$ cat config.mk
export PLATFORM = sky130hd
export DESIGN_NAME = fmqd_scale
export DESIGN_NICKNAME = d
export VERILOG_FILES = /design/src/rtl/fmqd_pkg.sv /design/src/rtl/fmqd_scale.sv
export SDC_FILE = /design/constraint.sdc
export NUM_CORES = 1
export LEC_CHECK = 0
export BUFFER_PORTS_ARGS = -buffer_cell sky130_fd_sc_hd__buf_2
export CORE_UTILIZATION = 57
export CTS_CLUSTER_SIZE = 16
export DETAILED_ROUTE_END_ITERATION = 8
export PLACE_DENSITY = 0.78
export REMOVE_ABC_BUFFERS = 1
export SLEW_MARGIN = 20
export SYNTH_ARGS = -nofsm -noshare
export SYNTH_HDL_FRONTEND = slang
export SYNTH_SLANG_ARGS = --single-unit
export TNS_END_PERCENT = 50
$ cat constraint.sdc
create_clock -name clk -period 7.3 [get_ports clk]
set_input_delay 0.73 -clock clk [delete_from_list [all_inputs] [get_ports clk]]
set_output_delay 0.73 -clock clk [all_outputs]
set_load 0.005 [all_outputs]
$ cat src/rtl/fmqd_pkg.sv
package fmqd_pkg;

  localparam int SAMPLE_WIDTH     = 16;
  localparam int ANGLE_ITERATIONS = 16;
  localparam int ATAN_STEPS       = 24;
  localparam int CORDIC_STEPS     = (ANGLE_ITERATIONS > ATAN_STEPS) ? ATAN_STEPS
                                                                     : ANGLE_ITERATIONS;
  // x/y headroom: negation plus CORDIC gain of about 1.65 * sqrt(2)
  localparam int DP_W     = SAMPLE_WIDTH + 4;
  localparam int STEP_W   = $clog2(ATAN_STEPS);
  localparam int Z_W      = 32;
  localparam int ANGLE_W  = 16;
  localparam int GAIN_W   = 16;
  localparam int DEMOD_W  = 16;
  localparam int GAIN_FRAC = 12;
  localparam int PROD_W   = ANGLE_W + GAIN_W + 1;

  localparam logic [GAIN_W-1:0]  GAIN_RESET = 16'd4096;
  localparam logic [Z_W-1:0]     Z_PI       = 32'h8000_0000;
  localparam logic [Z_W-1:0]     Z_ROUND    = 32'h0000_8000;
  localparam logic [DEMOD_W-1:0] DEMOD_MAX  = 16'h7FFF;
  localparam logic [DEMOD_W-1:0] DEMOD_MIN  = 16'h8000;

  // atan(2^-k), 2^31 = pi
  localparam logic [Z_W-1:0] ATAN_TAB [ATAN_STEPS] = '{
    32'h20000000, 32'h12E4051E, 32'h09FB385B, 32'h051111D4,
    32'h028B0D43, 32'h0145D7E1, 32'h00A2F61E, 32'h00517C55,
    32'h0028BE53, 32'h00145F2F, 32'h000A2F98, 32'h000517CC,
    32'h00028BE6, 32'h000145F3, 32'h0000A2FA, 32'h0000517D,
    32'h000028BE, 32'h0000145F, 32'h00000A30, 32'h00000518,
    32'h0000028C, 32'h00000146, 32'h000000A3, 32'h00000051
  };

  typedef struct packed {
    logic               done;
    logic [ANGLE_W-1:0] angle;
  } fmqd_ang_t;

  typedef struct packed {
    logic               done;
    logic [DEMOD_W-1:0] demod;
  } fmqd_res_t;

endpackage

$ cat src/rtl/fmqd_scale.sv
// Phase difference, gain multiply, shift and saturate, registered in prod_r and then demod_r.
module fmqd_scale (
  input  logic                          clk,
  input  logic                          rst_n,
  input  fmqd_pkg::fmqd_ang_t           ang,
  input  logic [fmqd_pkg::GAIN_W-1:0]   gain,
  output fmqd_pkg::fmqd_res_t           res
);
  import fmqd_pkg::*;

  logic [ANGLE_W-1:0]        prev_angle_r, diff;
  logic signed [PROD_W-1:0]  prod_r, prod_sh;
  logic [PROD_W-DEMOD_W:0]   hi;
  logic [DEMOD_W-1:0]        demod_r, demod_nxt;
  logic                      mul_v_r, done_r;

  // wrap in two's complement keeps the step in [-pi, pi)
  assign diff = ang.angle - prev_angle_r;

  always_ff @(posedge clk) begin
    if (!rst_n) begin
      prev_angle_r <= '0;
      mul_v_r      <= 1'b0;
      done_r       <= 1'b0;
    end else begin
      mul_v_r <= ang.done;
      done_r  <= mul_v_r;
      if (ang.done) prev_angle_r <= ang.angle;
    end
  end

  // saturate to signed 16 bits
  assign prod_sh = prod_r >>> GAIN_FRAC;
  assign hi      = prod_sh[PROD_W-1:DEMOD_W-1];

  always_comb begin
    if ((hi == '0) || (hi == '1)) demod_nxt = prod_sh[DEMOD_W-1:0];
    else if (prod_sh[PROD_W-1])   demod_nxt = DEMOD_MIN;
    else                          demod_nxt = DEMOD_MAX;
  end

  always_ff @(posedge clk) begin
    if (ang.done) prod_r <= PROD_W'($signed(diff)) * PROD_W'($signed({1'b0, gain}));
    if (mul_v_r)  demod_r <= demod_nxt;
  end

  assign res.done  = done_r;
  assign res.demod = demod_r;

endmodule

==> impl_metrics.csv, run 1 <==
group,metric,value,unit
status,run_status,"complete, but fails checks",
status,violations,"negative setup slack",
clocking,cts_tree,"done",
sta,fin_crit_sh,101,%
sta,max_clock_freq,135,MHz
worst_setup_path,end_kind,"register",
final_layout,diodes,0,
yosys,post-synth-top-count-cell,"inv_1",
place,place_congestion,0.891,
sta,relSlewSlack,30.9,%
final_layout,utilization,71.8,%
floorplan,start_util,58.6,%
global_routing,grt_pass1_wl,46700,um
yosys,synth_cells,1272,
sta,skew,0.0116,ns
yosys,yosysTopAreaCell,"fa_1",
worst_setup_path,cp.required,7.35,ns
floorplan,dieArea,20800,um2
place,dp_hpwl,22200,um
global_routing,grt_use_met1,35.5,%
yosys,yosys_warnings,0,
sta,hold_violations,0,
floorplan,core_area,19700,um2
sta,finalCriticalPeriod,7.41,ns
global_routing,grt_pass1_vias,9883,
yosys,ys_seq_area_share,12.8,%
detailed_routing,totalWireLength,30500,um
sta,finalMaxSlewViolations,0,
worst_setup_path,max_stage_delay,0.60,ns
worst_setup_path,rr_worst_depth,27,
global_routing,grt_use_total,28.9,%
sta,fin_ws,-0.106,ns
worst_setup_path,criticalPathCategory,"in -> reg",
detailed_routing,drt-initial-drc-count,659,
global_routing,top_usage_layer,"met2",
yosys,synth_top_area_share,33.7,%
clocking,cts-buffers-inserted,5,
sta,setup_viol,8,
yosys,synth_edf_count,37,
global_routing,grt_max_degree,39,
detailed_routing,ant_nets,0,
yosys,syn-cell-area,11500,um2
place,place_ws,-0.790,ns
sta,rsz0062_at_grt,"yes",
detailed_routing,wl_per_cell,17.8,um
clocking,root_buffer,"clkbuf_16",
floorplan,die-height,144,um
global_routing,grt_util_met3,3.01,%
global_routing,grt_overflow,0,
worst_setup_path,cpMaxStageDelayCell,"fa_2",
clocking,htree_levels,2,
final_layout,area_growth,22.5,%
yosys,synth_seq_cells,55,
final_layout,drive_above_1_share,23.1,%
detailed_routing,vias,9519,
floorplan,fp.dieW,144,um
detailed_routing,dr.pass1.iters,6,
global_routing,use_met2,52.5,%
final_layout,nNetsFinal,1812,
job,maxCapViolCount,0,
yosys,synth_area_leaders,"fa_1 34%, ha_1 15%, edfxtp_1 9.6%, inv_1 9.3%, and2_1 4.9%",
clocking,clock_latency,0.30,ns
place,io_buffers,51,
worst_setup_path,critPathMaxFanout,6,
sta,tightestPinTransition,1.04,ns
yosys,ys.flop_type,"edfxtp_1",
clocking,path_clk_slew,0.07,ns
floorplan,rows,51,
yosys,async_flop_share,0,%
worst_setup_path,cp-start-kind,"primary input",
worst_setup_path,arrival,7.46,ns
yosys,synth_cell_types,57,
worst_setup_path,path_common_cell,"fa_1",
yosys,synth_common_cells,"286 x inv_1, 194 x fa_1, 149 x nand2_1",
clocking,clockBufferDepth,2,
global_routing,antenna_found_initial,0,
detailed_routing,viasPerCell,5.55,
yosys,syn_avg_cell_area,9.06,um2
clocking,clock_sinks,55,
min_path,hold_depth,2,
min_path,hold_path.class,"reg -> reg",
detailed_routing,remaining_drc_errors,0,
final_layout,num-fill-cells,1380,
floorplan,ios,52,
-- final cells by class --
| cell class | instances | area (um2) | share of cell area, % |
|---|---|---|---|
| repair buffers | 217 | 1700 | 12.0 |
| flip-flops and latches | 55 | 1470 | 10.4 |
| clock buffers | 6 | 139 | 0.984 |
| multi-input cells | 882 | 9370 | 66.4 |
| inverters | 287 | 1080 | 7.65 |
| well taps | 265 | 332 | 2.35 |
| clock inverters | 2 | 16.3 | 0.115 |
-- logic make-up after synthesis --
logic type	count (synthesis)	share of synthesized area (%)
simple gates	379	16.5
buf+inv	335	11.0
flops	55	12.8
compound gates	124	7.31
xor+xnor	34	2.59
fa+ha+maj	329	48.4
mux	16	1.39
-- path summary, 6_finish.rpt --
check	startpoint	endpoint	slack [ns]
worst max-delay path	ang[7]	prod_r[30]	-0.11
worst min-delay path	prev_angle_r[10]	prev_angle_r[10]	0.52
worst max register to register	prev_angle_r[1]	prod_r[30]	0
worst min register to register	prev_angle_r[10]	prev_angle_r[10]	0.52
-- critical path, delay by kind of cell --
family	cells	cell delay [ns]
compound gates	7	1.42
fa+ha+maj	8	3.42
buf+inv	5	0.40
simple gates	5	1.51
-- metrics by stage --
step / setup TNS, ns / cells / cell area, um2 / hold slack (ns)
2_1_floorplan: -3.39 / 1224 / 11300 / 0.474
3_3_place_gp: -5.27 / 1670 / 13000 / 0.497
3_5_place_dp: -8.82 / 1670 / 13000 / 0.502
4_1_cts: -0.0381 / 1695 / 13500 / 0.524
5_1_grt: -3.12 / 1714 / 14100 / 0.537
6_report: -0.294 / 1714 / 14100 / 0.519
-- sequential cells by signal, summed over array words and instances (netlist names) --
register,cells
mul_v_r,1
done_r,1
demod_r,16
prod_r,21
prev_angle_r,16
-- cell usage in the layout, fill, tap and decap left out, types with 5 or more instances in the layout --
| master | instances |
|---|---|
| inv_1 | 271 |
| fa_1 | 180 |
| nand2_1 | 143 |
| buf_4 | 138 |
| ha_1 | 119 |
| and2_1 | 84 |
| buf_2 | 50 |
| nor2b_1 | 44 |
| edfxtp_1 | 37 |
| nor2_1 | 35 |
| a21o_1 | 24 |
| a21oi_1 | 23 |
| buf_6 | 19 |
| xnor2_1 | 17 |
| nand2b_1 | 17 |
| dfxtp_1 | 17 |
| mux2i_1 | 16 |
| inv_2 | 15 |
| o21ai_0 | 14 |
| xor2_1 | 14 |
| fa_2 | 14 |
| ha_4 | 14 |
| a21oi_2 | 9 |
| nand4_1 | 8 |
| o21ai_2 | 7 |
| buf_12 | 7 |
| and2_4 | 6 |
| nand3_1 | 6 |
| clkbuf_16 | 6 |
| o211ai_1 | 5 |
| o21a_1 | 5 |
-- what timing repair did --
item / 4_1_cts / 5_1_grt
setup buffers: 17 / 22
resized for setup: 59 / 102
setup endpoints to repair: 16 / 19
cloned: 0 / 2
hold buffers: 0 / 0
pin swaps: 48 / 73
-- layer usage --
layer  vias up  routed length [um]  share of wire (%)
met5         -                   0                  0
met4         0                1460                4.8
met3       110                1660                5.4
met2       377               15800                 52
met1      4767               11600                 38
li1       4265                   -                  -
Power of run 1 is left out: the tool's default activity adds up to more than one toggle a clock period on the data nets, which glitch-free logic cannot reach.
==> inputs of run 2 (changes only) <==
==> constraint.sdc (replaced) <==
create_clock -name clk -period 7.3 [get_ports clk]
set_input_delay 1.095 -clock clk [delete_from_list [all_inputs] [get_ports clk]]
set_output_delay 1.095 -clock clk [all_outputs]
set_load 0.005 [all_outputs]
==> impl_metrics.csv, run 2 (synthesis gave the netlist of run 1 again) <==
group,metric,value,unit
sta,max_clock_freq,124,MHz
detailed_routing,totalWireLength,31100,um
place,dp_hpwl,21800,um
clocking,root_buffer,"clkbuf_16",
detailed_routing,wl_per_cell,18.0,um
clocking,htree_levels,2,
clocking,cts-hold-fix-buffers,0,
floorplan,die-height,144,um
worst_setup_path,crit_family,"adder cells",
final_layout,final_cell_mix,"269 x inv_1, 183 x fa_1, 154 x buf_4",
min_path,hold_depth,2,
worst_setup_path,arrival,8.12,ns
worst_setup_path,critPathBufInv,12,
floorplan,dieArea,20800,um2
final_layout,utilization,73.3,%
final_layout,reg_top3,"prod_r x21, demod_r x16, prev_angle_r x16",
detailed_routing,drt-initial-drc-count,440,
place,io_buffers,51,
clocking,cts-buffers-inserted,5,
sta,skew,0.00552,ns
worst_setup_path,path_common_cell,"fa_1",
floorplan,core_area,19700,um2
status,run_status,"complete, but fails checks",
worst_setup_path,cp.required,7.36,ns
detailed_routing,dr.pass1.iters,5,
sta,hold_violations,0,
floorplan,ios,52,
worst_setup_path,worstSetupPathDepth,33,
clocking,clock_latency,0.30,ns
sta,finalCriticalPeriod,8.07,ns
global_routing,grt_max_degree,39,
floorplan,fp.dieW,144,um
sta,fin_ws,-0.767,ns
sta,hold-worst-slack,0.518,ns
sta,fin_crit_sh,111,%
worst_setup_path,max_stage_delay,0.56,ns
global_routing,antenna_found_initial,0,
worst_setup_path,criticalPathCategory,"in -> reg",
sta,setup_viol,20,
sta,tightestPinTransition,1.08,ns
final_layout,drive_above_1_share,25.1,%
min_path,hold_path.class,"reg -> reg",
final_layout,largest_reg_flops,21,
sta,finalMaxSlewViolations,0,
worst_setup_path,critPathMaxFanout,6,
clocking,cts_tree,"done",
sta,rsz0062_at_grt,"yes",
worst_setup_path,cpMaxStageDelayCell,"fa_1",
sta,relSlewSlack,27.8,%
final_layout,area_growth,25.0,%
final_layout,final_common_cell,"inv_1",
final_layout,num-fill-cells,1324,
detailed_routing,viasPerCell,5.52,
clocking,path_clk_slew,0.07,ns
floorplan,rows,51,
place,place_congestion,0.891,
status,violations,"negative setup slack",
worst_setup_path,cp-start-kind,"primary input",
clocking,clockBufferDepth,2,
final_layout,nNetsFinal,1828,
global_routing,grt_pass1_vias,10256,
detailed_routing,ant_nets,0,
detailed_routing,vias,9558,
global_routing,grt_pass1_wl,48700,um
floorplan,start_util,58.6,%
global_routing,grt_overflow,0,
detailed_routing,remaining_drc_errors,0,
clocking,clock_sinks,55,
worst_setup_path,rr_worst_depth,31,
job,maxCapViolCount,0,
worst_setup_path,end_kind,"register",
global_routing,grt_use_total,30.3,%
final_layout,regMostFlops,"prod_r",
run 2: cell types whose count changed in the layout (fill, tap and decap cells not counted), moves of 4 or more:
cell     previous run  this run
and2_1             84        79
and2_4              6        11
buf_12              7        12
buf_4             138       154
ha_1              119       112
ha_4               14        20
nand2_2             3         7
run 2: routing by layer:
metal,vias up,share of wire [%],global-route usage (%)
met4,0,5.2,11.6
li1,4302,-,-
met2,364,52,55.4
met3,109,5.1,3.84
met1,4783,38,36.1
met5,-,0,0
run 2: repair_timing:
action	in CTS	in global routing
resized for setup	125	55
buffers inserted	30	16
endpoints found under the hold margin	0	0
pin swaps	76	39
endpoints found under the setup margin	20	21
gates cloned	1	0
run 2: area by class of cell:
type | instances | area, um2 | share of cell area, %
clock buffer | 5 | 125 | 0.869
antenna | 1 | 2.50 | 0.0174
timing repair buffer | 233 | 1870 | 13.0
tap | 265 | 332 | 2.30
inverter | 287 | 1080 | 7.52
sequential | 55 | 1470 | 10.2
clock inverter | 3 | 22.5 | 0.156
multi-input combinational | 882 | 9490 | 65.9
run 2: worst paths after layout:
kind / from / end / slack, ns
setup / recovery: ang[0] / prod_r[30] / -0.77
hold / removal: prev_angle_r[9] / prev_angle_r[9] / 0.52
setup reg to reg: prev_angle_r[1] / prod_r[30] / -0.37
hold reg to reg: prev_angle_r[9] / prev_angle_r[9] / 0.52
run 2: worst register-to-register path: cells and delay by family (launching register included):
| family | cells | cell delay, ns |
|---|---|---|
| adders and majority gates | 8 | 3.42 |
| and+or+nand+nor | 6 | 0.76 |
| AOI/OAI and AO/OA | 6 | 1.60 |
| buffers and inverters | 10 | 1.03 |
| DFF | 1 | 0.39 |
| xor gates and xnor gates | 1 | 0.22 |
run 2: stage by stage:
stage	instances	area, um2	setup TNS, ns	worst slack (ns)
2_1_floorplan	1224	11300	-9.57	-0.894
3_3_place_gp	1676	13000	-12.46	-0.881
3_5_place_dp	1676	13000	-15.54	-1.06
4_1_cts	1714	14100	-2.88	-0.354
5_1_grt	1730	14400	-11.83	-0.923
6_report	1731	14400	-8.34	-0.767
Power of run 2 is left out for the same reason.
