### src/rtl/fmqd_pkg.sv
package fmqd_pkg;

  localparam int SAMPLE_WIDTH     = 16;
  localparam int ANGLE_ITERATIONS = 16;
  localparam int ATAN_STEPS       = 24;
  localparam int CORDIC_STEPS     = (ANGLE_ITERATIONS > ATAN_STEPS) ? ATAN_STEPS
                                                                     : ANGLE_ITERATIONS;
  // x/y headroom: negation plus CORDIC gain of about 1.65 * sqrt(2)
  localparam int DP_W     = SAMPLE_WIDTH + 4;
  localparam int STEP_W   = $clog2(ATAN_STEPS);
  localparam int Z_W      = 32;
  localparam int ANGLE_W  = 16;
  localparam int GAIN_W   = 16;
  localparam int DEMOD_W  = 16;
  localparam int GAIN_FRAC = 12;
  localparam int PROD_W   = ANGLE_W + GAIN_W + 1;

  localparam logic [GAIN_W-1:0]  GAIN_RESET = 16'd4096;
  localparam logic [Z_W-1:0]     Z_PI       = 32'h8000_0000;
  localparam logic [Z_W-1:0]     Z_ROUND    = 32'h0000_8000;
  localparam logic [DEMOD_W-1:0] DEMOD_MAX  = 16'h7FFF;
  localparam logic [DEMOD_W-1:0] DEMOD_MIN  = 16'h8000;

  // atan(2^-k), 2^31 = pi
  localparam logic [Z_W-1:0] ATAN_TAB [ATAN_STEPS] = '{
    32'h20000000, 32'h12E4051E, 32'h09FB385B, 32'h051111D4,
    32'h028B0D43, 32'h0145D7E1, 32'h00A2F61E, 32'h00517C55,
    32'h0028BE53, 32'h00145F2F, 32'h000A2F98, 32'h000517CC,
    32'h00028BE6, 32'h000145F3, 32'h0000A2FA, 32'h0000517D,
    32'h000028BE, 32'h0000145F, 32'h00000A30, 32'h00000518,
    32'h0000028C, 32'h00000146, 32'h000000A3, 32'h00000051
  };

  typedef struct packed {
    logic               done;
    logic [ANGLE_W-1:0] angle;
  } fmqd_ang_t;

  typedef struct packed {
    logic               done;
    logic [DEMOD_W-1:0] demod;
  } fmqd_res_t;

endpackage

### src/rtl/fmqd_cordic.sv
// Iterative CORDIC vectoring unit: one micro-rotation per cycle.
module fmqd_cordic (
  input  logic                                clk,
  input  logic                                rst_n,
  input  logic                                start,
  input  logic signed [fmqd_pkg::SAMPLE_WIDTH-1:0] samp_i,
  input  logic signed [fmqd_pkg::SAMPLE_WIDTH-1:0] samp_q,
  output fmqd_pkg::fmqd_ang_t                 ang
);
  import fmqd_pkg::*;

  localparam logic [STEP_W-1:0] LAST_STEP = STEP_W'(CORDIC_STEPS - 1);

  logic signed [DP_W-1:0] x_r, y_r, x_nxt, y_nxt;
  logic signed [DP_W-1:0] xs, ys, ext_i, ext_q;
  logic [Z_W-1:0]         z_r, z_nxt, z_rnd;
  logic [STEP_W-1:0]      k_r;
  logic                   busy_r, done_r, zero_r;

  assign ext_i = DP_W'(samp_i);
  assign ext_q = DP_W'(samp_q);

  // shared shift/add step
  assign xs = x_r >>> k_r;
  assign ys = y_r >>> k_r;

  always_comb begin
    if (!y_r[DP_W-1]) begin
      x_nxt = x_r + ys;
      y_nxt = y_r - xs;
      z_nxt = z_r + ATAN_TAB[k_r];
    end else begin
      x_nxt = x_r - ys;
      y_nxt = y_r + xs;
      z_nxt = z_r - ATAN_TAB[k_r];
    end
  end

  always_ff @(posedge clk) begin
    if (!rst_n) begin
      busy_r <= 1'b0;
      done_r <= 1'b0;
      k_r    <= '0;
    end else begin
      // one-cycle pulse after the last rotation
      done_r <= busy_r && !start && (k_r == LAST_STEP);
      if (start) begin
        busy_r <= 1'b1;
        k_r    <= '0;
      end else if (busy_r) begin
        k_r <= k_r + 1'b1;
        if (k_r == LAST_STEP) begin
          busy_r <= 1'b0;
        end
      end
    end
  end

  // datapath, no reset needed
  always_ff @(posedge clk) begin
    if (start) begin
      zero_r <= (samp_i == '0) && (samp_q == '0);
      // left half plane: pre-rotate by pi
      if (samp_i[SAMPLE_WIDTH-1]) begin
        x_r <= -ext_i;
        y_r <= -ext_q;
        z_r <= Z_PI;
      end else begin
        x_r <= ext_i;
        y_r <= ext_q;
        z_r <= '0;
      end
    end else if (busy_r) begin
      x_r <= x_nxt;
      y_r <= y_nxt;
      z_r <= z_nxt;
    end
  end

  assign z_rnd     = z_r + Z_ROUND;
  assign ang.done  = done_r;
  assign ang.angle = zero_r ? '0 : z_rnd[Z_W-1:Z_W-ANGLE_W];

endmodule

### config.mk
export PLATFORM = sky130hd
export DESIGN_NAME = fmqd_cordic
export DESIGN_NICKNAME = d
export VERILOG_FILES = /design/src/rtl/fmqd_pkg.sv /design/src/rtl/fmqd_cordic.sv
export SDC_FILE = /design/constraint.sdc
export NUM_CORES = 1
export LEC_CHECK = 0
export BUFFER_PORTS_ARGS = -buffer_cell sky130_fd_sc_hd__buf_2
export CORE_ASPECT_RATIO = 1.5
export CORE_MARGIN = 10
export CORE_UTILIZATION = 50
export CTS_CLUSTER_DIAMETER = 200
export DETAILED_ROUTE_END_ITERATION = 8
export GPL_ROUTABILITY_DRIVEN = 0
export PLACE_DENSITY = 0.78
export SYNTH_ARGS = -nofsm -noshare
export SYNTH_HDL_FRONTEND = slang
export SYNTH_SLANG_ARGS = --single-unit
### constraint.sdc
create_clock -name clk -period 6.9 [get_ports clk]
set_clock_uncertainty 0.05 [all_clocks]
set_input_delay 2.07 -clock clk [delete_from_list [all_inputs] [get_ports clk]]
set_output_delay 2.07 -clock clk [all_outputs]
set_load 0.1 [all_outputs]
==> results of run 1 <==
power by group through the flow:
stage	logic [mW]	registers, mW	clock network (mW)
after floorplan	4.41	1.08	0
after global placement	5.20	1.28	0
after global routing	6.06	1.32	0.537
after CTS	5.38	1.28	0.523
after detailed placement	5.32	1.29	0
final	5.45	1.30	0.518
cells in the mapped netlist (all sizes together) (37+ instances only):
cell	n	area, um2
o21ai	93	465
xor2	67	587
mux4	43	1010
xnor2	74	648
nand2	139	522
a21oi	112	561
a21o	37	278
ha	85	1060
buf	40	239
nor2	159	597
clkbuf	48	180
mux2i	38	380
edfxtp	73	2190
worst max path at each step:
| stage | start | to | cells past startpoint |
|---|---|---|---|
| 6_report | k_r[1] | x_r[14] | 21 |
| 5_1_grt | k_r[1] | x_r[14] | 21 |
| 4_1_cts | k_r[1] | x_r[14] | 21 |
| 3_5_place_dp | k_r[1] | x_r[14] | 21 |
| 3_3_place_gp | k_r[0] | z_r[31] | 18 |
| 2_1_floorplan | k_r[0] | z_r[30] | 23 |
flip-flops by register name, summed over array words and instances (netlist names):
register / cells
busy_r: 1
done_r: 1
k_r: 5
x_r: 20
y_r: 20
z_r: 32
zero_r: 1
cells by family (layout without fill, tap and decap cells):
family | count (synthesis) | in the layout | synth area share [%]
and+or+nand+nor | 503 | 503 | 20.1
AOI/OAI and AO/OA | 419 | 419 | 22.8
xor gates and xnor gates | 141 | 141 | 10.3
buffers and inverters | 119 | 114 | 4.45
muxes | 103 | 103 | 13.6
adders and majority gates | 88 | 88 | 9.34
DFF | 80 | 80 | 19.4
layout by cell type (no fill, tap or decap), types with 11 or more instances in the layout:
cell      Yosys  final
o21ai_0      92     92
nor3_1       31     31
inv_1        28     28
mux4_1       11     11
o31ai_1      12     12
a21oi_1     112    112
xnor2_1      74     74
mux4_2       32     32
edfxtp_1     73     73
ha_1         85     85
a21o_1       37     37
or3_1        16     16
mux2i_1      38     38
buf_2        12     50
a31oi_1      16     16
mux2_2       21     21
o21a_1       15     15
o21bai_1     13     13
nor2_1      159    159
xor2_1       67     67
nor2b_1      24     24
nand2_1     139    139
buf_4         3     16
nand2b_1     24     24
and3_1       17     17
nand3_1      31     31
a211oi_1     22     22
through the flow:
stage / util [%] / setup WS (ns) / power, mW / cell area, um2
2_1_floorplan: - / 1.47 / 5.49 / 12000
3_3_place_gp: 52.3 / 1.12 / 6.48 / 12400
3_5_place_dp: 52.3 / 0.950 / 6.61 / 12400
4_1_cts: 53.6 / 0.927 / 7.18 / 12700
5_1_grt: 53.6 / 0.408 / 7.91 / 12700
6_report: 53.6 / 0.903 / 7.27 / 12700
cell type report:
type	count	area (um2)
clock buffer	11	253
fill	2223	11000
multi-input combinational	1254	9160
inverter	31	116
timing repair buffer	67	390
clock inverter	5	55.1
tap	319	399
sequential	80	2340
per-layer routing:
layer  routed length, um  track usage, %  part of all wire, %  vias to the layer above
li1                    -               -                    -                     5414
met1               12500            22.4                   36                     5313
met2               17100            38.5                   50                      497
met3                2150            4.05                  6.3                      168
met4                2490            15.9                  7.3                        0
met5                   0               0                    0                        -
tightest hold or removal path: stages (launching register included):
cell     delay, ns
dfxtp_1       0.42
nand2_1       0.11
nor2_1        0.04
==> results by group, run 1 <==
Setup path
  • Source of the worst register-to-register timing path: k_r[1]
  • Cells along the critical path: buf_4 > buf_4 > mux4_2 > mux2_2 > nor2_1 > a221o_1 > ha_1 > o311a_1 > nand2_1 > or3_1 > nor2_1 > nor2_1 > o32ai_1 > ha_1 > a21boi_0 > o21a_1 > o2111a_1 > o21ai_0 > o21bai_1 > a211oi_1 > o31ai_1
  • Maximum fanout along the worst path: 32
  • Cell family with the largest share of critical-path delay: compound AO/OA/AOI/OAI gates
  • Endpoint of the worst-slack reg-to-reg timing path: x_r[14]
  • Critical Path Most Common Cell: nor2_1
  • Slowest stage cell on the critical path: mux4_2
  • Delay of the slowest cell on the worst path: 0.59 ns
  • Nature of the critical path startpoint: flip-flop
  • Setup CP Type: reg -> reg
  • CP Data Required Time: about 7 ns
  • Logic depth of the worst register-to-register path: 21
  • Crit. End Element: flip-flop
  • CP Buf/Inv Count: 2
  • R2R Setup Slk: 0.90 ns
  • Worst path arrival time: roughly 6 ns

Clock tree
  • Number of buffers on the longest clock path: 2
  • Number of buffers created by CTS: 9
  • Post-cts repair resize count: 0
  • Number of buffers inserted by hold repair at cts: 0
  • Post-CTS setup buffers: 0
  • Root buf cell: clkbuf_16
  • Number of H-tree levels: 3
  • Clock-pin slew of the registers on the worst-case setup and hold paths: about 0.070 ns
  • Skew-Pair Late Insertion Delay: about 0.37 ns
  • TritonCTS sink count: 80
  • CTS tree: done

Layout
  • Final cell count without fillers: 1767
  • Area Overhead vs Synth: 5.73%
  • Net count, final: 1566
  • Antenna cells: 0
  • Layout cell share with drive strength beyond 1: between 10% and 20%

Placement
  • Port buffer count: approximately 50
  • Post-detail-place hpwl: between 20000 and 30000 um
  • Placed Cells: about 1800

GRT
  • Maximum number of pins on one net before global-route repair: about 80
  • Global-route usage over all layers: between 20% and 30%
  • Global-route wire length before repair: roughly 56000 um
  • Antenna violations before repair: 0
  • Number of global-route vias before repair: between 10000 and 15000
  • Remaining Overflow, GRT: 0

Route
  • Routed via count: ~11000
  • Avg WL per Cell: slightly below 20 um
  • Post-DRT Antenna Nets: 0
  • First drt pass iteration count: 6
  • Vias per std cell: 6.45
  • DRT Wirelength: between 30000 and 40000 um
  • First DRT Iteration DRCs: 1153
  • Remaining design rule violation count: 0

Run
  • Maxcap violations: 0

Synth
  • Yosys cell types: 89
  • Net count of the mapped netlist: roughly 1600
  • Share of synthesized flip-flops with an asynchronous set or reset: 0%
  • Part of the Yosys area used for sequential elements: between 10% and 20%
  • Number of enable-type register cells in the synthesized netlist: 73
  • Total of warnings raised by yosys: 0
  • Most used flip-flop cell after synthesis: edfxtp_1
  • Synthesized instance count: around 1500
  • Avg Inst Size Synth: just over 8 um2
  • Seq cells post-synth: 80
  • Syn Std Cell Area: roughly 12000 um2

Timing
  • Final setup TNS: 0 ns
  • RSZ-0062 raised after global routing: no
  • Ratio of final minimum period to clock period: between 80% and 90%
  • # setup viols final: 0
  • Hold violation count in the final report: 0
  • Final worst hold slack: between 0.5 and 0.6 ns
  • Slew HR: a little over a quarter
  • Post-layout minimum cycle time: approximately 6 ns
  • Highest clock frequency the design can meet: 167 MHz
  • Number of slew-limit violations in the final report: 0
  • Worst Max-Slew Pin Slew: approximately 1.1 ns

Power
  • Share of power burned in the clock network: ~7.1%
  • Worst ir drop on vdd: 0.332 mV
  • Internal Power: about 3.6 mW
  • Switching share of total power: 51.0%
  • Power per Cell Area: approximately 570 nW/um2
  • Static leakage power: a little over 5 nW
  • Net switching power: ~3.7 mW
  • Combinational group share of total power: 75.0%
  • Power share of the sequential group: roughly 18%

Die
  • Die area: 30800 um2
  • Number of rows in the core area: a little under 70
  • Die height: about 210 um
  • Initial Util: 50.7%
  • Number of top-level design ports: 52
  • X dimension of the die: roughly 150 um
  • Placeable Area: roughly 24000 um2

Run status
  • Result of the run: completed

Hold path
  • Launch instance of the worst min-delay path: busy_r
  • Hold-critical path endpoint: done_r
  • WHS Path Cells: 2
  • Kind of path behind the tightest hold check: reg -> reg
No activity file was read; power rests on OpenSTA's default activity.
==> run 2: changes to the inputs <==
--- a/config.mk
+++ b/config.mk
@@ -8,11 +8,11 @@
 export BUFFER_PORTS_ARGS = -buffer_cell sky130_fd_sc_hd__buf_2
 export CORE_ASPECT_RATIO = 1.5
 export CORE_MARGIN = 10
-export CORE_UTILIZATION = 50
+export CORE_UTILIZATION = 62
 export CTS_CLUSTER_DIAMETER = 200
 export DETAILED_ROUTE_END_ITERATION = 8
 export GPL_ROUTABILITY_DRIVEN = 0
-export PLACE_DENSITY = 0.78
+export PLACE_DENSITY = 0.91
 export SYNTH_ARGS = -nofsm -noshare
 export SYNTH_HDL_FRONTEND = slang
 export SYNTH_SLANG_ARGS = --single-unit
==> run 2 against run 1 <==
Effect of this change:
- non-clock buffer count rose by 1
- hold slack got worse by 0.0031 ns
- flip-flop and latch count unchanged
- core utilization grew 13 points
- setup slack lost 0.41 ns
- cell count decreased by 3.5%
- final area decreased by 0.75%
- register-to-register slack lost 0.41 ns
- sequential share of layout area increased by 0.14 points
- combinational power grew 3%
- clock-buffer cell count rose by 3
==> results by group, run 2 (same netlist as run 1, synthesis figures left out) <==
Route
  • DRT Wirelength: 35500 um (+3.8%)
  • Remaining design rule violation count: 0 (unchanged)
  • First drt pass iteration count: 8 (+2)
  • First DRT Iteration DRCs: 1705 (+48%)
  • Post-DRT Antenna Nets: 0 (unchanged)
  • Avg WL per Cell: 20.8 um (+7.6%)
  • Vias per std cell: 6.96 (+8.0%)
  • Routed via count: 11900 (+4.2%)

GRT
  • Antenna violations before repair: 0 (unchanged)
  • Number of global-route vias before repair: 11600 (+2.5%)
  • Global-route wire length before repair: 57800 um (+4.0%)
  • Global-route usage over all layers: 27.8% (+6.1 points)
  • Maximum number of pins on one net before global-route repair: 78 (-4.9%)
  • Remaining Overflow, GRT: 0 (unchanged)

Die
  • Number of rows in the core area: 62 (-10%)
  • Die height: 191 um (-9.2%)
  • Initial Util: 63.0% (+12 points)
  • Placeable Area: 19100 um2 (-20%)
  • Die area: 25500 um2 (-17%)
  • X dimension of the die: 134 um (-8.8%)
  • Number of top-level design ports: 52 (unchanged)

Setup path
  • Setup CP Type: reg -> reg
  • CP Buf/Inv Count: 2 (unchanged)
  • Source of the worst register-to-register timing path: k_r[1]
  • R2R Setup Slk: 0.50 ns (-0.41 ns)
  • Cell family with the largest share of critical-path delay: compound AO/OA/AOI/OAI gates
  • Critical Path Most Common Cell: ha_1
  • Crit. End Element: flip-flop
  • CP Data Required Time: 6.97 ns (+0.02 ns)
  • Nature of the critical path startpoint: flip-flop
  • Slowest stage cell on the critical path: dfxtp_4
  • Worst setup path startpoint: k_r[1]
  • Worst path arrival time: 6.48 ns (+0.43 ns)
  • Cells along the critical path: buf_4 > ha_1 > nor3_1 > o22ai_1 > inv_1 > ha_1 > nand2_1 > o21bai_1 > xor2_1 > ha_1 > a21o_1 > a21o_1 > o41ai_1 > o21ai_0 > nand3_1 > a31oi_1 > a31oi_1 > o31a_1 > mux2_2
  • Endpoint of the worst-slack reg-to-reg timing path: z_r[30]
  • Delay of the slowest cell on the worst path: 0.59 ns (about the same)
  • Logic depth of the worst register-to-register path: 19 (-9.5%)
  • Maximum fanout along the worst path: 53 (+66%)

Timing
  • # setup viols final: 0 (unchanged)
  • Worst Max-Slew Pin Slew: 1.26 ns (+0.161 ns)
  • Slew HR: 15.7% (-11 points)
  • Ratio of final minimum period to clock period: 92.8% (+5.9 points)
  • Number of slew-limit violations in the final report: 0 (unchanged)
  • RSZ-0062 raised after global routing: no
  • Post-layout minimum cycle time: 6.40 ns (+0.408 ns)
  • Final setup TNS: 0 ns (unchanged)
  • Highest clock frequency the design can meet: 156 MHz (-6.4%)
  • Hold violation count in the final report: 0 (unchanged)

Clock tree
  • Post-cts repair resize count: 0 (unchanged)
  • Clock-pin slew of the registers on the worst-case setup and hold paths: 0.06 ns (about the same)
  • Skew-Pair Late Insertion Delay: 0.37 ns (about the same)
  • Number of buffers created by CTS: 9 (unchanged)
  • CTS tree: done
  • Number of buffers inserted by hold repair at cts: 0 (unchanged)
  • Post-CTS setup buffers: 0 (unchanged)
  • Number of H-tree levels: 3 (unchanged)
  • Number of buffers on the longest clock path: 2 (unchanged)
  • TritonCTS sink count: 80 (unchanged)
  • Root buf cell: clkbuf_16

Layout
  • Final non-filler cell area: 12600 um2 (-0.75%)
  • Regs by FF count: z_r: 32 flops, x_r: 20 flops, y_r: 20 flops
  • Most frequent standard cell in the layout excluding fill and tap cells: nor2_1
  • Largest reg by FF count: z_r
  • Net count, final: 1567 (+0.064%)
  • Multi-input gate area in the final layout: 9160 um2 (about the same)
  • Layout cell share with drive strength beyond 1: 11.2% (-0.077 points)
  • Max reg flops: 32 (unchanged)
  • Area Overhead vs Synth: 4.94%
  • Filler Cell Count: 1550 (-30%)
  • Top library cells by usage in the layout, fill and taps aside: nor2_1 (159), nand2_1 (139), a21oi_1 (112), o21ai_0 (92), ha_1 (85)
  • Sequential cell area: 2340 um2 (unchanged)
  • Antenna cells: 0 (unchanged)
  • Final cell count without fillers: 1705 (-3.5%)

Power
  • Worst ir drop on vdd: 0.332 mV (+0.11%)
  • Share of power burned in the clock network: 6.6% (-0.5 points)
  • Net switching power: 3.86 mW (+4.1%)
  • Combinational group share of total power: 76.3% (+1.3 points)
  • Switching share of total power: 52.2% (+1.2 points)
  • Overall power of the completed layout: 7.39 mW (+1.6%)
  • Power share of the sequential group: 17.1% (-0.8 points)
  • Power per Cell Area: 586 nW/um2 (+2.4%)
  • Internal Power: 3.54 mW (-0.85%)
  • Static leakage power: 5.04 nW (about the same)

Placement
  • Post-detail-place hpwl: 24800 um (-3.0%)
  • Placed Cells: 1689 (-3.5%)
  • Port buffer count: 51 (unchanged)
  • Placed Area: 12300 um2 (-0.60%)

Hold path
  • Launch instance of the worst min-delay path: busy_r
  • WHS Path Cells: 2 (unchanged)
  • Kind of path behind the tightest hold check: reg -> reg
  • Hold-critical path endpoint: done_r

Run status
  • Result of the run: completed

Run
  • Maxcap violations: 0 (unchanged)
-- run 2: how the worst max path moves through the flow --
stage	slack, ns	cells after the start	endpoint
floorplan	1.47	23	z_r[30]
global placement	1.01	17	z_r[30]
detailed placement	0.79	19	z_r[30]
CTS	0.76	19	z_r[30]
global route	0.09	19	z_r[30]
finish	0.50	19	z_r[30]
-- run 2: tightest hold or removal path, delay by kind of cell (launching register included) --
| family | cells | cell delay (ns) |
|---|---|---|
| flops | 1 | 0.41 |
| simple gates | 2 | 0.15 |
-- run 2: layout make-up --
type	count	share of cell area (%)
Clock inverter	2	0.0991
Multi-Input combinational cell	1254	72.6
Timing Repair Buffer	68	3.15
Sequential cell	80	18.5
Tap cell	256	2.54
Clock buffer	14	2.17
Inverter	31	0.922
-- run 2: power by group through the flow --
stage          combinational (mW)  clock [mW]  sequential (mW)
2_1_floorplan                4.41           0             1.08
3_3_place_gp                 5.16           0             1.23
3_5_place_dp                 5.36           0             1.24
4_1_cts                      5.46       0.488             1.24
5_1_grt                      6.19       0.509             1.28
6_report                     5.64       0.487             1.26
-- run 2: routing by layer --
metal | track usage (%) | vias to the layer above | share of wire (%) | wire length (um)
met4 | 19.7 | 0 | 7.8 | 2780
met1 | 29.9 | 5455 | 35 | 12500
li1 | - | 5400 | - | -
met2 | 46.3 | 790 | 47 | 16700
met5 | 0 | - | 0 | 0
met3 | 7.70 | 229 | 9.9 | 3520
-- run 2: per-stage QoR --
step                      setup WS [ns]  hold slack, ns  utilization, %
final                             0.495           0.556            66.1
after global routing             0.0914           0.590            66.1
after CTS                         0.763           0.540            66.1
after detailed placement          0.792           0.527            64.6
after global placement             1.01           0.531            64.6
after floorplan                    1.47           0.484               -
